**src/sv/sodlp_pkg.sv**
```systemverilog
// Package with shared types, constants and a helper function of the dither line packer.
package sodlp_pkg;

  // Default side length of the square threshold matrix.
  localparam int unsigned MatrixSideDefault = 16;

  // Field widths of the input, result and configuration transactions.
  localparam int unsigned CmdW       = 2;
  localparam int unsigned TblIdxW    = 8;
  localparam int unsigned TblValW    = 8;
  localparam int unsigned LineNumW   = 13;
  localparam int unsigned GrayW      = 8;
  localparam int unsigned AdvanceW   = 15;
  localparam int unsigned ByteW      = 8;
  localparam int unsigned ByteIdxW   = 10;
  localparam int unsigned CfgIdxW    = 2;
  localparam int unsigned CfgDataW   = 14;
  localparam int unsigned WidthW     = 14;
  localparam int unsigned OriginW    = 13;
  localparam int unsigned StepWholeW = 14;
  localparam int unsigned StepRemW   = 13;
  localparam int unsigned MatrixPosW = 4;

  // Fixed-point shift of the reciprocal used for the small modulo.
  localparam int unsigned RecipShift = 16;
  localparam int unsigned RecipW     = 17;

  typedef enum logic [CmdW-1:0] {
    CMD_LOAD   = 2'd0,
    CMD_START  = 2'd1,
    CMD_SAMPLE = 2'd2
  } cmd_e;

  typedef enum logic [CfgIdxW-1:0] {
    REG_SCALED_WIDTH   = 2'd0,
    REG_X_ORIGIN       = 2'd1,
    REG_STEP_WHOLE     = 2'd2,
    REG_STEP_REMAINDER = 2'd3
  } reg_idx_e;

  // Remainder of a 13-bit value by a small constant side, using a multiply by
  // the precomputed reciprocal and a single correction step.
  function automatic logic [MatrixPosW-1:0] mod_side(
    input logic [LineNumW-1:0] v,
    input logic [4:0]          side,
    input logic [RecipW-1:0]   recip
  );
    logic [29:0] prod;
    logic [13:0] quo;
    logic [18:0] prod_back;
    logic [18:0] v_ext;
    logic [18:0] rem;
    prod      = 30'(v) * 30'(recip);
    quo       = prod[29:RecipShift];
    prod_back = 19'(quo) * 19'(side);
    v_ext     = 19'(v);
    if (prod_back > v_ext) begin
      rem = v_ext + 19'(side) - prod_back;
    end else begin
      rem = v_ext - prod_back;
    end
    return rem[MatrixPosW-1:0];
  endfunction

endpackage

```
**src/sv/sodlp_if.sv**
```systemverilog
// Channel interfaces of the dither line packer: input items, results and configuration writes.
interface sodlp_in_if;
  import sodlp_pkg::*;
  logic                valid;
  logic                ready;
  logic [CmdW-1:0]     cmd;
  logic [TblIdxW-1:0]  table_index;
  logic [TblValW-1:0]  table_value;
  logic [LineNumW-1:0] line_number;
  logic [GrayW-1:0]    gray_sample;

  modport source (output valid, cmd, table_index, table_value, line_number, gray_sample,
                  input ready);
  modport sink   (input valid, cmd, table_index, table_value, line_number, gray_sample,
                  output ready);
endinterface

interface sodlp_out_if;
  import sodlp_pkg::*;
  logic                valid;
  logic                ready;
  logic [AdvanceW-1:0] source_advance;
  logic                byte_valid;
  logic [ByteW-1:0]    byte_value;
  logic [ByteIdxW-1:0] byte_index;
  logic                line_done;

  modport source (output valid, source_advance, byte_valid, byte_value, byte_index, line_done,
                  input ready);
  modport sink   (input valid, source_advance, byte_valid, byte_value, byte_index, line_done,
                  output ready);
endinterface

interface sodlp_cfg_if;
  import sodlp_pkg::*;
  logic                valid;
  logic                ready;
  logic [CfgIdxW-1:0]  reg_index;
  logic [CfgDataW-1:0] wdata;

  modport source (output valid, reg_index, wdata, input ready);
  modport sink   (input valid, reg_index, wdata, output ready);
endinterface

```
**src/sv/scaled_ordered_dither_line_packer_top.sv**
```systemverilog
// Top level of the scaled ordered-dither line packer.
//
// The block turns a row of 8-bit gray samples into packed 1-bit printer dots.
// Load transactions fill a MATRIX_SIDE x MATRIX_SIDE threshold matrix, a
// start-line transaction selects the matrix row from the line number and
// takes the packing origin from x_origin, and each gray sample then yields
// exactly one result: the dot is printed when the sample is less than or
// equal to the threshold at its column. A result carries a packed byte when
// the byte fills up or the row ends, and always carries the source advance
// (whole step plus a Bresenham carry). Loads, start-line transactions,
// samples outside an active row and unknown commands produce no result.
// The block accepts one transaction per clock cycle unless a stalled output
// holds intake. At acceptance of a sample the position state is updated and
// the threshold memory is read (registered read) into the pipeline stage,
// which compares and packs into the output register. A stalled output only
// blocks intake once both the pipeline stage and the output register are
// full. Configuration writes are accepted in every cycle and must only be
// issued while no transaction is in flight. The threshold memory has no
// reset; entries must be loaded before they are used.
module scaled_ordered_dither_line_packer_top
  import sodlp_pkg::*;
#(
  parameter int unsigned MATRIX_SIDE = MatrixSideDefault
) (
  input  logic        clk_i,
  input  logic        rst_ni,
  sodlp_cfg_if.sink   cfg_i,
  sodlp_in_if.sink    in_i,
  sodlp_out_if.source out_o
);

  localparam logic [4:0]        SideW   = 5'(MATRIX_SIDE);
  localparam logic [RecipW-1:0] SideRcp = RecipW'((2 ** RecipShift + MATRIX_SIDE - 1) /
                                                  MATRIX_SIDE);
  localparam logic [TblIdxW-1:0] SideT  = TblIdxW'(MATRIX_SIDE);

  // Everything the compare-and-pack stage needs to know about one transaction.
  typedef struct packed {
    logic                start;
    logic [GrayW-1:0]    gray;
    logic [ByteW-1:0]    mask;
    logic                last;
    logic                emit;
    logic [ByteIdxW-1:0] ptr;
    logic [AdvanceW-1:0] advance;
  } stage_t;

  // Configuration registers.
  logic [WidthW-1:0]     scaled_width_q;
  logic [OriginW-1:0]    x_origin_q;
  logic [StepWholeW-1:0] step_whole_q;
  logic [StepRemW-1:0]   step_rem_q;
  // x_origin modulo the matrix side, refreshed whenever x_origin is written.
  logic [MatrixPosW-1:0] xo_mod_q;

  // Row position state, advanced at acceptance.
  logic [WidthW-1:0]     dot_pos_q, dot_pos_d;
  logic [MatrixPosW-1:0] dot_mod_q, dot_mod_d;
  logic [ByteW-1:0]      bit_mask_q, bit_mask_d;
  logic [WidthW-1:0]     step_err_q, step_err_d;
  logic [MatrixPosW-1:0] mat_row_q, mat_row_d;
  logic [ByteIdxW-1:0]   byte_ptr_q, byte_ptr_d;
  logic                  active_q, active_d;

  // Threshold memory with registered read.
  logic [TblValW-1:0] matrix_mem [2**TblIdxW];
  logic [TblValW-1:0] thr_q;
  logic [TblIdxW-1:0] rd_addr;

  // Pipeline stage and output register.
  logic               s1_valid_q, s1_valid_d;
  stage_t             s1_q, s1_d;
  logic [ByteW-1:0]   acc_q, acc_d;
  logic               out_valid_q, out_valid_d;
  logic [AdvanceW-1:0] out_adv_q;
  logic               out_bv_q;
  logic [ByteW-1:0]   out_byte_q;
  logic [ByteIdxW-1:0] out_idx_q;
  logic               out_done_q;

  logic               in_acc;
  logic               s1_adv;
  logic               s1_is_sample;
  logic               take_sample;
  logic               take_start;
  logic [4:0]         col_sum;
  logic [MatrixPosW-1:0] col;
  logic [WidthW:0]    err_sum;
  logic               carry;
  logic [WidthW-1:0]  dot_next;
  logic               last;
  logic [ByteW-1:0]   acc_new;

  // Configuration port: always ready, registers take effect at once.
  assign cfg_i.ready = 1'b1;

  always_ff @(posedge clk_i or negedge rst_ni) begin
    if (!rst_ni) begin
      scaled_width_q <= WidthW'(1);
      x_origin_q     <= '0;
      step_whole_q   <= StepWholeW'(1);
      step_rem_q     <= '0;
      xo_mod_q       <= '0;
    end else if (cfg_i.valid) begin
      case (cfg_i.reg_index)
        REG_SCALED_WIDTH:   scaled_width_q <= cfg_i.wdata[WidthW-1:0];
        REG_X_ORIGIN: begin
          x_origin_q <= cfg_i.wdata[OriginW-1:0];
          xo_mod_q   <= mod_side(cfg_i.wdata[OriginW-1:0], SideW, SideRcp);
        end
        REG_STEP_WHOLE:     step_whole_q <= cfg_i.wdata[StepWholeW-1:0];
        REG_STEP_REMAINDER: step_rem_q   <= cfg_i.wdata[StepRemW-1:0];
        default: ;
      endcase
    end
  end

  // Intake handshake. The stage moves on when it holds no sample or the output
  // register is free or being emptied in this cycle.
  assign s1_is_sample = s1_valid_q && !s1_q.start;
  assign s1_adv       = s1_valid_q && (!s1_is_sample || !out_valid_q || out_o.ready);
  assign in_i.ready   = !s1_valid_q || s1_adv;
  assign in_acc       = in_i.valid && in_i.ready;

  assign take_start  = in_acc && (in_i.cmd == CMD_START);
  assign take_sample = in_acc && (in_i.cmd == CMD_SAMPLE) && active_q &&
                       (dot_pos_q < scaled_width_q);

  // Matrix column of the current dot, kept modulo the side without a divider.
  assign col_sum = 5'(xo_mod_q) + 5'(dot_mod_q);
  assign col     = (col_sum >= SideW) ? MatrixPosW'(col_sum - SideW) : col_sum[MatrixPosW-1:0];
  assign rd_addr = TblIdxW'(TblIdxW'(mat_row_q) * SideT) + TblIdxW'(col);

  // Bresenham step: at most one subtraction of the width per dot.
  assign err_sum  = (WidthW+1)'(step_err_q) + (WidthW+1)'(step_rem_q);
  assign carry    = err_sum >= (WidthW+1)'(scaled_width_q);
  assign dot_next = dot_pos_q + WidthW'(1);
  assign last     = dot_next >= scaled_width_q;

  always_comb begin
    dot_pos_d  = dot_pos_q;
    dot_mod_d  = dot_mod_q;
    bit_mask_d = bit_mask_q;
    step_err_d = step_err_q;
    mat_row_d  = mat_row_q;
    byte_ptr_d = byte_ptr_q;
    active_d   = active_q;
    if (take_start) begin
      mat_row_d  = mod_side(in_i.line_number, SideW, SideRcp);
      dot_pos_d  = '0;
      dot_mod_d  = '0;
      step_err_d = '0;
      bit_mask_d = ByteW'(8'd128 >> x_origin_q[2:0]);
      byte_ptr_d = x_origin_q[OriginW-1:3];
      active_d   = 1'b1;
    end else if (take_sample) begin
      step_err_d = carry ? WidthW'(err_sum - (WidthW+1)'(scaled_width_q))
                         : err_sum[WidthW-1:0];
      dot_pos_d  = dot_next;
      dot_mod_d  = (5'(dot_mod_q) + 5'd1 == SideW) ? '0 : dot_mod_q + MatrixPosW'(1);
      if (bit_mask_q == ByteW'(1)) begin
        bit_mask_d = ByteW'(8'd128);
        byte_ptr_d = byte_ptr_q + ByteIdxW'(1);
      end else begin
        bit_mask_d = bit_mask_q >> 1;
      end
      if (last) begin
        active_d = 1'b0;
      end
    end
  end

  always_ff @(posedge clk_i or negedge rst_ni) begin
    if (!rst_ni) begin
      dot_pos_q  <= '0;
      dot_mod_q  <= '0;
      bit_mask_q <= ByteW'(8'd128);
      step_err_q <= '0;
      mat_row_q  <= '0;
      byte_ptr_q <= '0;
      active_q   <= 1'b0;
    end else begin
      dot_pos_q  <= dot_pos_d;
      dot_mod_q  <= dot_mod_d;
      bit_mask_q <= bit_mask_d;
      step_err_q <= step_err_d;
      mat_row_q  <= mat_row_d;
      byte_ptr_q <= byte_ptr_d;
      active_q   <= active_d;
    end
  end

  // Threshold memory. The read is issued with the sample at acceptance and
  // holds while the stage waits, since nothing new is accepted meanwhile.
  always_ff @(posedge clk_i) begin
    if (in_acc && (in_i.cmd == CMD_LOAD)) begin
      matrix_mem[in_i.table_index] <= in_i.table_value;
    end
    if (take_sample) begin
      thr_q <= matrix_mem[rd_addr];
    end
  end

  // First stage register.
  always_comb begin
    s1_valid_d = s1_valid_q;
    s1_d       = s1_q;
    if (s1_adv) begin
      s1_valid_d = 1'b0;
    end
    if (take_start || take_sample) begin
      s1_valid_d   = 1'b1;
      s1_d.start   = take_start;
      s1_d.gray    = in_i.gray_sample;
      s1_d.mask    = bit_mask_q;
      s1_d.last    = last;
      s1_d.emit    = (bit_mask_q == ByteW'(1)) || last;
      s1_d.ptr     = byte_ptr_q;
      s1_d.advance = AdvanceW'(step_whole_q) + AdvanceW'(carry);
    end
  end

  always_ff @(posedge clk_i or negedge rst_ni) begin
    if (!rst_ni) begin
      s1_valid_q <= 1'b0;
    end else begin
      s1_valid_q <= s1_valid_d;
    end
  end

  always_ff @(posedge clk_i) begin
    s1_q <= s1_d;
  end

  // Compare and pack. A start-line transaction clears the accumulator; a
  // completed byte restarts it empty.
  assign acc_new = acc_q | ((s1_q.gray <= thr_q) ? s1_q.mask : '0);

  always_comb begin
    acc_d = acc_q;
    if (s1_adv) begin
      if (s1_q.start || (s1_q.mask == ByteW'(1))) begin
        acc_d = '0;
      end else begin
        acc_d = acc_new;
      end
    end
  end

  assign out_valid_d = (s1_adv && s1_is_sample) ||
                       (out_valid_q && !out_o.ready);

  always_ff @(posedge clk_i or negedge rst_ni) begin
    if (!rst_ni) begin
      acc_q       <= '0;
      out_valid_q <= 1'b0;
    end else begin
      acc_q       <= acc_d;
      out_valid_q <= out_valid_d;
    end
  end

  always_ff @(posedge clk_i) begin
    if (s1_adv && s1_is_sample) begin
      out_adv_q  <= s1_q.advance;
      out_bv_q   <= s1_q.emit;
      out_byte_q <= s1_q.emit ? acc_new : '0;
      out_idx_q  <= s1_q.emit ? s1_q.ptr : '0;
      out_done_q <= s1_q.last;
    end
  end

  assign out_o.valid          = out_valid_q;
  assign out_o.source_advance = out_adv_q;
  assign out_o.byte_valid     = out_bv_q;
  assign out_o.byte_value     = out_byte_q;
  assign out_o.byte_index     = out_idx_q;
  assign out_o.line_done      = out_done_q;

endmodule
```
**src/flat_wrapper.sv**
```systemverilog
// flat-port wrapper written by rule: the top's interface ports become plain ports
module scaled_ordered_dither_line_packer_top_flat import sodlp_pkg::*;
#(
  parameter int unsigned MATRIX_SIDE = MatrixSideDefault
)
  (clk_i, rst_ni, cfg_i_valid, cfg_i_reg_index, cfg_i_wdata, cfg_i_ready, in_i_valid, in_i_cmd, in_i_table_index, in_i_table_value, in_i_line_number, in_i_gray_sample, in_i_ready, out_o_valid, out_o_source_advance, out_o_byte_valid, out_o_byte_value, out_o_byte_index, out_o_line_done, out_o_ready);
  sodlp_cfg_if cfg_i_i ();
  sodlp_in_if in_i_i ();
  sodlp_out_if out_o_i ();
  input  logic clk_i;
  input  logic rst_ni;
  input wire logic [$bits(cfg_i_i.valid)-1:0] cfg_i_valid;
  input wire logic [$bits(cfg_i_i.reg_index)-1:0] cfg_i_reg_index;
  input wire logic [$bits(cfg_i_i.wdata)-1:0] cfg_i_wdata;
  output wire logic [$bits(cfg_i_i.ready)-1:0] cfg_i_ready;
  input wire logic [$bits(in_i_i.valid)-1:0] in_i_valid;
  input wire logic [$bits(in_i_i.cmd)-1:0] in_i_cmd;
  input wire logic [$bits(in_i_i.table_index)-1:0] in_i_table_index;
  input wire logic [$bits(in_i_i.table_value)-1:0] in_i_table_value;
  input wire logic [$bits(in_i_i.line_number)-1:0] in_i_line_number;
  input wire logic [$bits(in_i_i.gray_sample)-1:0] in_i_gray_sample;
  output wire logic [$bits(in_i_i.ready)-1:0] in_i_ready;
  output wire logic [$bits(out_o_i.valid)-1:0] out_o_valid;
  output wire logic [$bits(out_o_i.source_advance)-1:0] out_o_source_advance;
  output wire logic [$bits(out_o_i.byte_valid)-1:0] out_o_byte_valid;
  output wire logic [$bits(out_o_i.byte_value)-1:0] out_o_byte_value;
  output wire logic [$bits(out_o_i.byte_index)-1:0] out_o_byte_index;
  output wire logic [$bits(out_o_i.line_done)-1:0] out_o_line_done;
  input wire logic [$bits(out_o_i.ready)-1:0] out_o_ready;
  assign cfg_i_i.valid = cfg_i_valid;
  assign cfg_i_i.reg_index = cfg_i_reg_index;
  assign cfg_i_i.wdata = cfg_i_wdata;
  assign cfg_i_ready = cfg_i_i.ready;
  assign in_i_i.valid = in_i_valid;
  assign in_i_i.cmd = in_i_cmd;
  assign in_i_i.table_index = in_i_table_index;
  assign in_i_i.table_value = in_i_table_value;
  assign in_i_i.line_number = in_i_line_number;
  assign in_i_i.gray_sample = in_i_gray_sample;
  assign in_i_ready = in_i_i.ready;
  assign out_o_valid = out_o_i.valid;
  assign out_o_source_advance = out_o_i.source_advance;
  assign out_o_byte_valid = out_o_i.byte_valid;
  assign out_o_byte_value = out_o_i.byte_value;
  assign out_o_byte_index = out_o_i.byte_index;
  assign out_o_line_done = out_o_i.line_done;
  assign out_o_i.ready = out_o_ready;
  scaled_ordered_dither_line_packer_top #(.MATRIX_SIDE(MATRIX_SIDE)) u_core (.clk_i(clk_i), .rst_ni(rst_ni), .cfg_i(cfg_i_i), .in_i(in_i_i), .out_o(out_o_i));
endmodule
```
**config.mk**
```make
export PLATFORM = sky130hd
export DESIGN_NAME = scaled_ordered_dither_line_packer_top_flat
export DESIGN_NICKNAME = d
export VERILOG_FILES = /design/src/sv/sodlp_pkg.sv /design/src/sv/sodlp_if.sv /design/src/sv/scaled_ordered_dither_line_packer_top.sv /design/src/flat_wrapper.sv
export SDC_FILE = /design/constraint.sdc
export NUM_CORES = 2
export LEC_CHECK = 0
export BUFFER_PORTS_ARGS = -buffer_cell sky130_fd_sc_hd__buf_2
export CAP_MARGIN = 20
export CORE_ASPECT_RATIO = 0.6
export CORE_MARGIN = 1.5
export CORE_UTILIZATION = 55
export CTS_CLUSTER_SIZE = 25
export DETAILED_ROUTE_END_ITERATION = 6
export MAX_ROUTING_LAYER = met4
export PLACE_DENSITY = 0.72
export SYNTH_ARGS = -nofsm -noshare
export SYNTH_HDL_FRONTEND = slang
export SYNTH_SLANG_ARGS = --single-unit
```
**constraint.sdc**
```tcl
create_clock -name clk_i -period 4.3 [get_ports clk_i]
set_input_delay 0.215 -clock clk_i [delete_from_list [all_inputs] [get_ports clk_i]]
set_output_delay 0.215 -clock clk_i [all_outputs]
set_load 0.01 [all_outputs]
```
==> impl_metrics.tcl <==
set metrics [dict create \
    fmax_mhz 225.1 \
    crit_arrival_ns 5.03 \
    yosys_register_bits 2254 \
    drv_cap 0 \
    drt_wl_total_um 228200 \
    synth_edf_count 2135 \
    powerDensity_nw_per_um2 595.5 \
    rsz0062_at_grt "true" \
    grt_pass1_wl_um 328200 \
    power_uw 62060 \
    grt_overflow 0 \
    clock_sinks 2254 \
    grt_busiest_layer "met1" \
    dp_hpwl_um 140100 \
    fp.dieArea_sq_um 166000 \
    synthDistinctLibCells 66 \
    final.setup_skew_ns 0.03506 \
    finalCoreUtilization 0.6443 \
    ys_async_sr_fraction 0.05280 \
    synth_commonest_cells "edfxtp_1, mux4_2, nand2_1" \
    place_area_sq_um 96290 \
    cp_top_family "compound AO/OA/AOI/OAI gates" \
    cts_max_level 4 \
    port_buffers 87 \
    slew_violations 0 \
    core.rowCount 114 \
    syn_nets 4878 \
    final_cell_area_sq_um 104200 \
    slowest_delay_ns 0.40 \
    drc 0 \
    critPathCaptureType "flop" \
    hold_viol 0 \
    grt_usage 0.2805 \
    numCtsBuffers 200 \
    setup-tns-final_ns -0.6598 \
    drt_iter0_drc 7663 \
    fin_ws_ns -0.1418 \
    path_common_cell "ha_4" \
    synthTopCellsByArea "edfxtp_1, mux4_2, dfrtp_1, nand2_1, nor2_1" \
    slew_headroom 0.2076 \
    vias 49282 \
    max_slew.worst_pin.slew_ns 1.186 \
    p_leak_uw 0.03483 \
    grt_pass1_vias 47552 \
    cts_buffer_depth 4 \
    drive_gt1_frac 0.2836 \
    critical_path_class "reg -> reg" \
    ant_nets 0 \
    crit_chain "ha_4 -> inv_2 -> fa_2 -> nor2b_2 -> o31a_1 -> o2111ai_2 -> o211ai_1 -> buf_4 -> nor2_4 -> xnor2_2 -> ha_4 -> nand3_4 -> nor2_1 -> o211a_1 -> o31a_1 -> o221ai_2 -> o211ai_1 -> ha_4 -> nand2_2 -> or3_4 -> nor3_4 -> xor2_1" \
    routabilityCongestion 0.8961 \
    wl_per_cell_um 29.74 \
    worstPathMaxFanout 4 \
    syn_area_sq_um 89920 \
    gr-usage-met2 0.3822 \
    holdCritPathClass "in -> async" \
    yosysMostFrequentCell "edfxtp_1" \
    syn_avg_cell_area_sq_um 18.96 \
    met1_usage 0.4333 \
    ys_seq_area_frac 0.7462 \
    netlist.area_leader.share 0.7130 \
    dieWidth_um 525.0 \
    setup_viol 9 \
    worst_ep_required_time_ns 4.88 \
    cp_slowest_cell "dfrtp_1" \
    violations "negative setup slack" \
    grt_antenna_before_repair 10 \
    initial_core_util 0.5559 \
    clkTransAtPathRegs_ns 0.07 \
    viasPerCell 6.423 \
    crit_buf_inv 2 \
    clockRootBuffer "clkbuf_16" \
    clk-insertion-delay-late_ns 0.86 \
    cts_tree "built" \
    synth_ff_type "edfxtp_1" \
    fin_crit_ns 4.442 \
    core-area_sq_um 161800 \
    grt_max_degree 136 \
    min_period_over_period 1.033 \
    met3_usage 0.06604 \
    dr.pass1.iters 6 \
    irDropWorstVdd_uv 476.9 \
    synth_cells 4743 \
    die_h_um 316.2 \
    crit_path_start_kind "flop" \
    num_io_pins 98 \
    yosysWarnings 0 \
    area_growth_pct 15.90 \
    status "finished, violations left" \
    synth_top_cell_by_area "edfxtp_1" \
    fin_nets 5502 \
]
through the flow:
step,instances,setup slack (ns),hold WS (ns)
4_1_cts,7639,-0.09894,0.02575
2_1_floorplan,4743,-0.1569,-0.08059
5_1_grt,7671,-0.3297,0.08665
3_5_place_dp,7209,-0.3936,0.4070
6_report,7673,-0.1418,0.04262
3_3_place_gp,7207,-0.1709,0.3844
worst register-to-register path, stage by stage, from the launching register on:
cell	delay [ns]
dfrtp_1	0.40
ha_4	0.17
inv_2	0.04
fa_2	0.35
nor2b_2	0.14
o31a_1	0.23
o2111ai_2	0.15
o211ai_1	0.18
buf_4	0.18
nor2_4	0.03
xnor2_2	0.16
ha_4	0.30
nand3_4	0.09
nor2_1	0.13
o211a_1	0.20
o31a_1	0.21
o221ai_2	0.12
o211ai_1	0.22
ha_4	0.24
nand2_2	0.07
or3_4	0.38
nor3_4	0.13
xor2_1	0.09
metal layers:
layer | share of wire | wire length, um
met1 | 0.42 | 96310
met2 | 0.43 | 99100
met3 | 0.12 | 28520
met4 | 0.019 | 4254
met5 | 0 | 0
registers in the layout (all words and copies together), names as in the netlist, 8 cells and up:
register / count
u_core.step_err_q: 14
u_core.out_o.source_advance: 15
u_core.acc_q: 8
u_core.step_whole_q: 14
u_core.step_rem_q: 13
u_core.bit_mask_q: 8
u_core.matrix_mem: 2048
u_core.byte_ptr_q: 10
u_core.x_origin_q: 10
u_core.scaled_width_q: 14
u_core.out_o.byte_index: 10
u_core.s1_q: 44
u_core.out_o.byte_value: 8
u_core.dot_pos_q: 14
u_core.thr_q: 8
timing repair:
item | CTS | global route
buffers inserted | 7 | 29
cloned | 0 | 7
gates resized for setup | 14 | 89
pin swaps | 15 | 32
endpoints found under the setup margin | 31 | 35
endpoints found under the hold margin | 540 | 0
hold buffers | 66 | 0
layout make-up:
class | count | area (sq um)
inverter | 47 | 176.4
multi-input combinational | 2181 | 21980
timing repair buffer | 683 | 5923
clock inverter | 109 | 1051
fill | 10809 | 57530
antenna | 5 | 12.51
sequential | 2254 | 67100
clock buffer | 248 | 5289
tap | 2146 | 2685
power breakdown:
part / switching (uW) / internal (uW)
sequential: 276 / 24400
combinational: 10900 / 8770
clock: 7960 / 9830
cells by family (layout without fill, tap and decap cells):
logic type | count (synthesis) | count (layout) | share of synthesized area
xor+xnor | 52 | 52 | 0.005149
mux | 625 | 625 | 0.1448
fa+ha+maj | 75 | 75 | 0.01069
simple gates | 1131 | 1131 | 0.05398
other cells | 1 | 6 | 0.00004170
flops | 2254 | 2254 | 0.7462
compound gates | 297 | 297 | 0.02371
buf+inv | 308 | 1087 | 0.01549
path summary, 6_finish.rpt:
check | startpoint | to | cells after the start | slack [ns]
worst max-delay path | u_core.step_err_q[0] | u_core.s1_q[13] | 22 | -0.14
worst min-delay path | rst_ni | u_core.byte_ptr_q[8] | 2 | 0.04
worst max register to register | u_core.step_err_q[0] | u_core.s1_q[13] | 22 | -0.14
max in group asynchronous | rst_ni | u_core.bit_mask_q[7] | 3 | 3.24
worst min register to register | u_core.s1_q[26] | u_core.out_o.line_done | 0 | 0.41
min in group clk_i | in_i_table_index[6] | u_core.matrix_mem[103][4] | 5 | 0.06
placed cells by master, fill, tap and decap left out, types with 17 or more instances in the layout:
| cell type | n |
|---|---|
| dlygate4sd3_1 | 66 |
| xor2_1 | 17 |
| mux2_2 | 45 |
| a311oi_1 | 35 |
| clkbuf_16 | 209 |
| nand2_1 | 477 |
| buf_2 | 79 |
| bufinv_16 | 18 |
| inv_1 | 42 |
| nor2_1 | 302 |
| clkinv_2 | 31 |
| edfxtp_1 | 2135 |
| clkinv_1 | 42 |
| nand3_1 | 168 |
| nor2b_1 | 19 |
| buf_12 | 40 |
| a21oi_1 | 42 |
| mux2i_1 | 39 |
| xnor2_1 | 29 |
| a31oi_1 | 31 |
| clkbuf_1 | 41 |
| mux4_2 | 536 |
| buf_4 | 469 |
| o21ai_0 | 44 |
| dfrtp_1 | 114 |
| ha_1 | 64 |
| nor3_1 | 27 |
| and3_1 | 46 |
No activity file was read; power rests on OpenSTA's default activity.
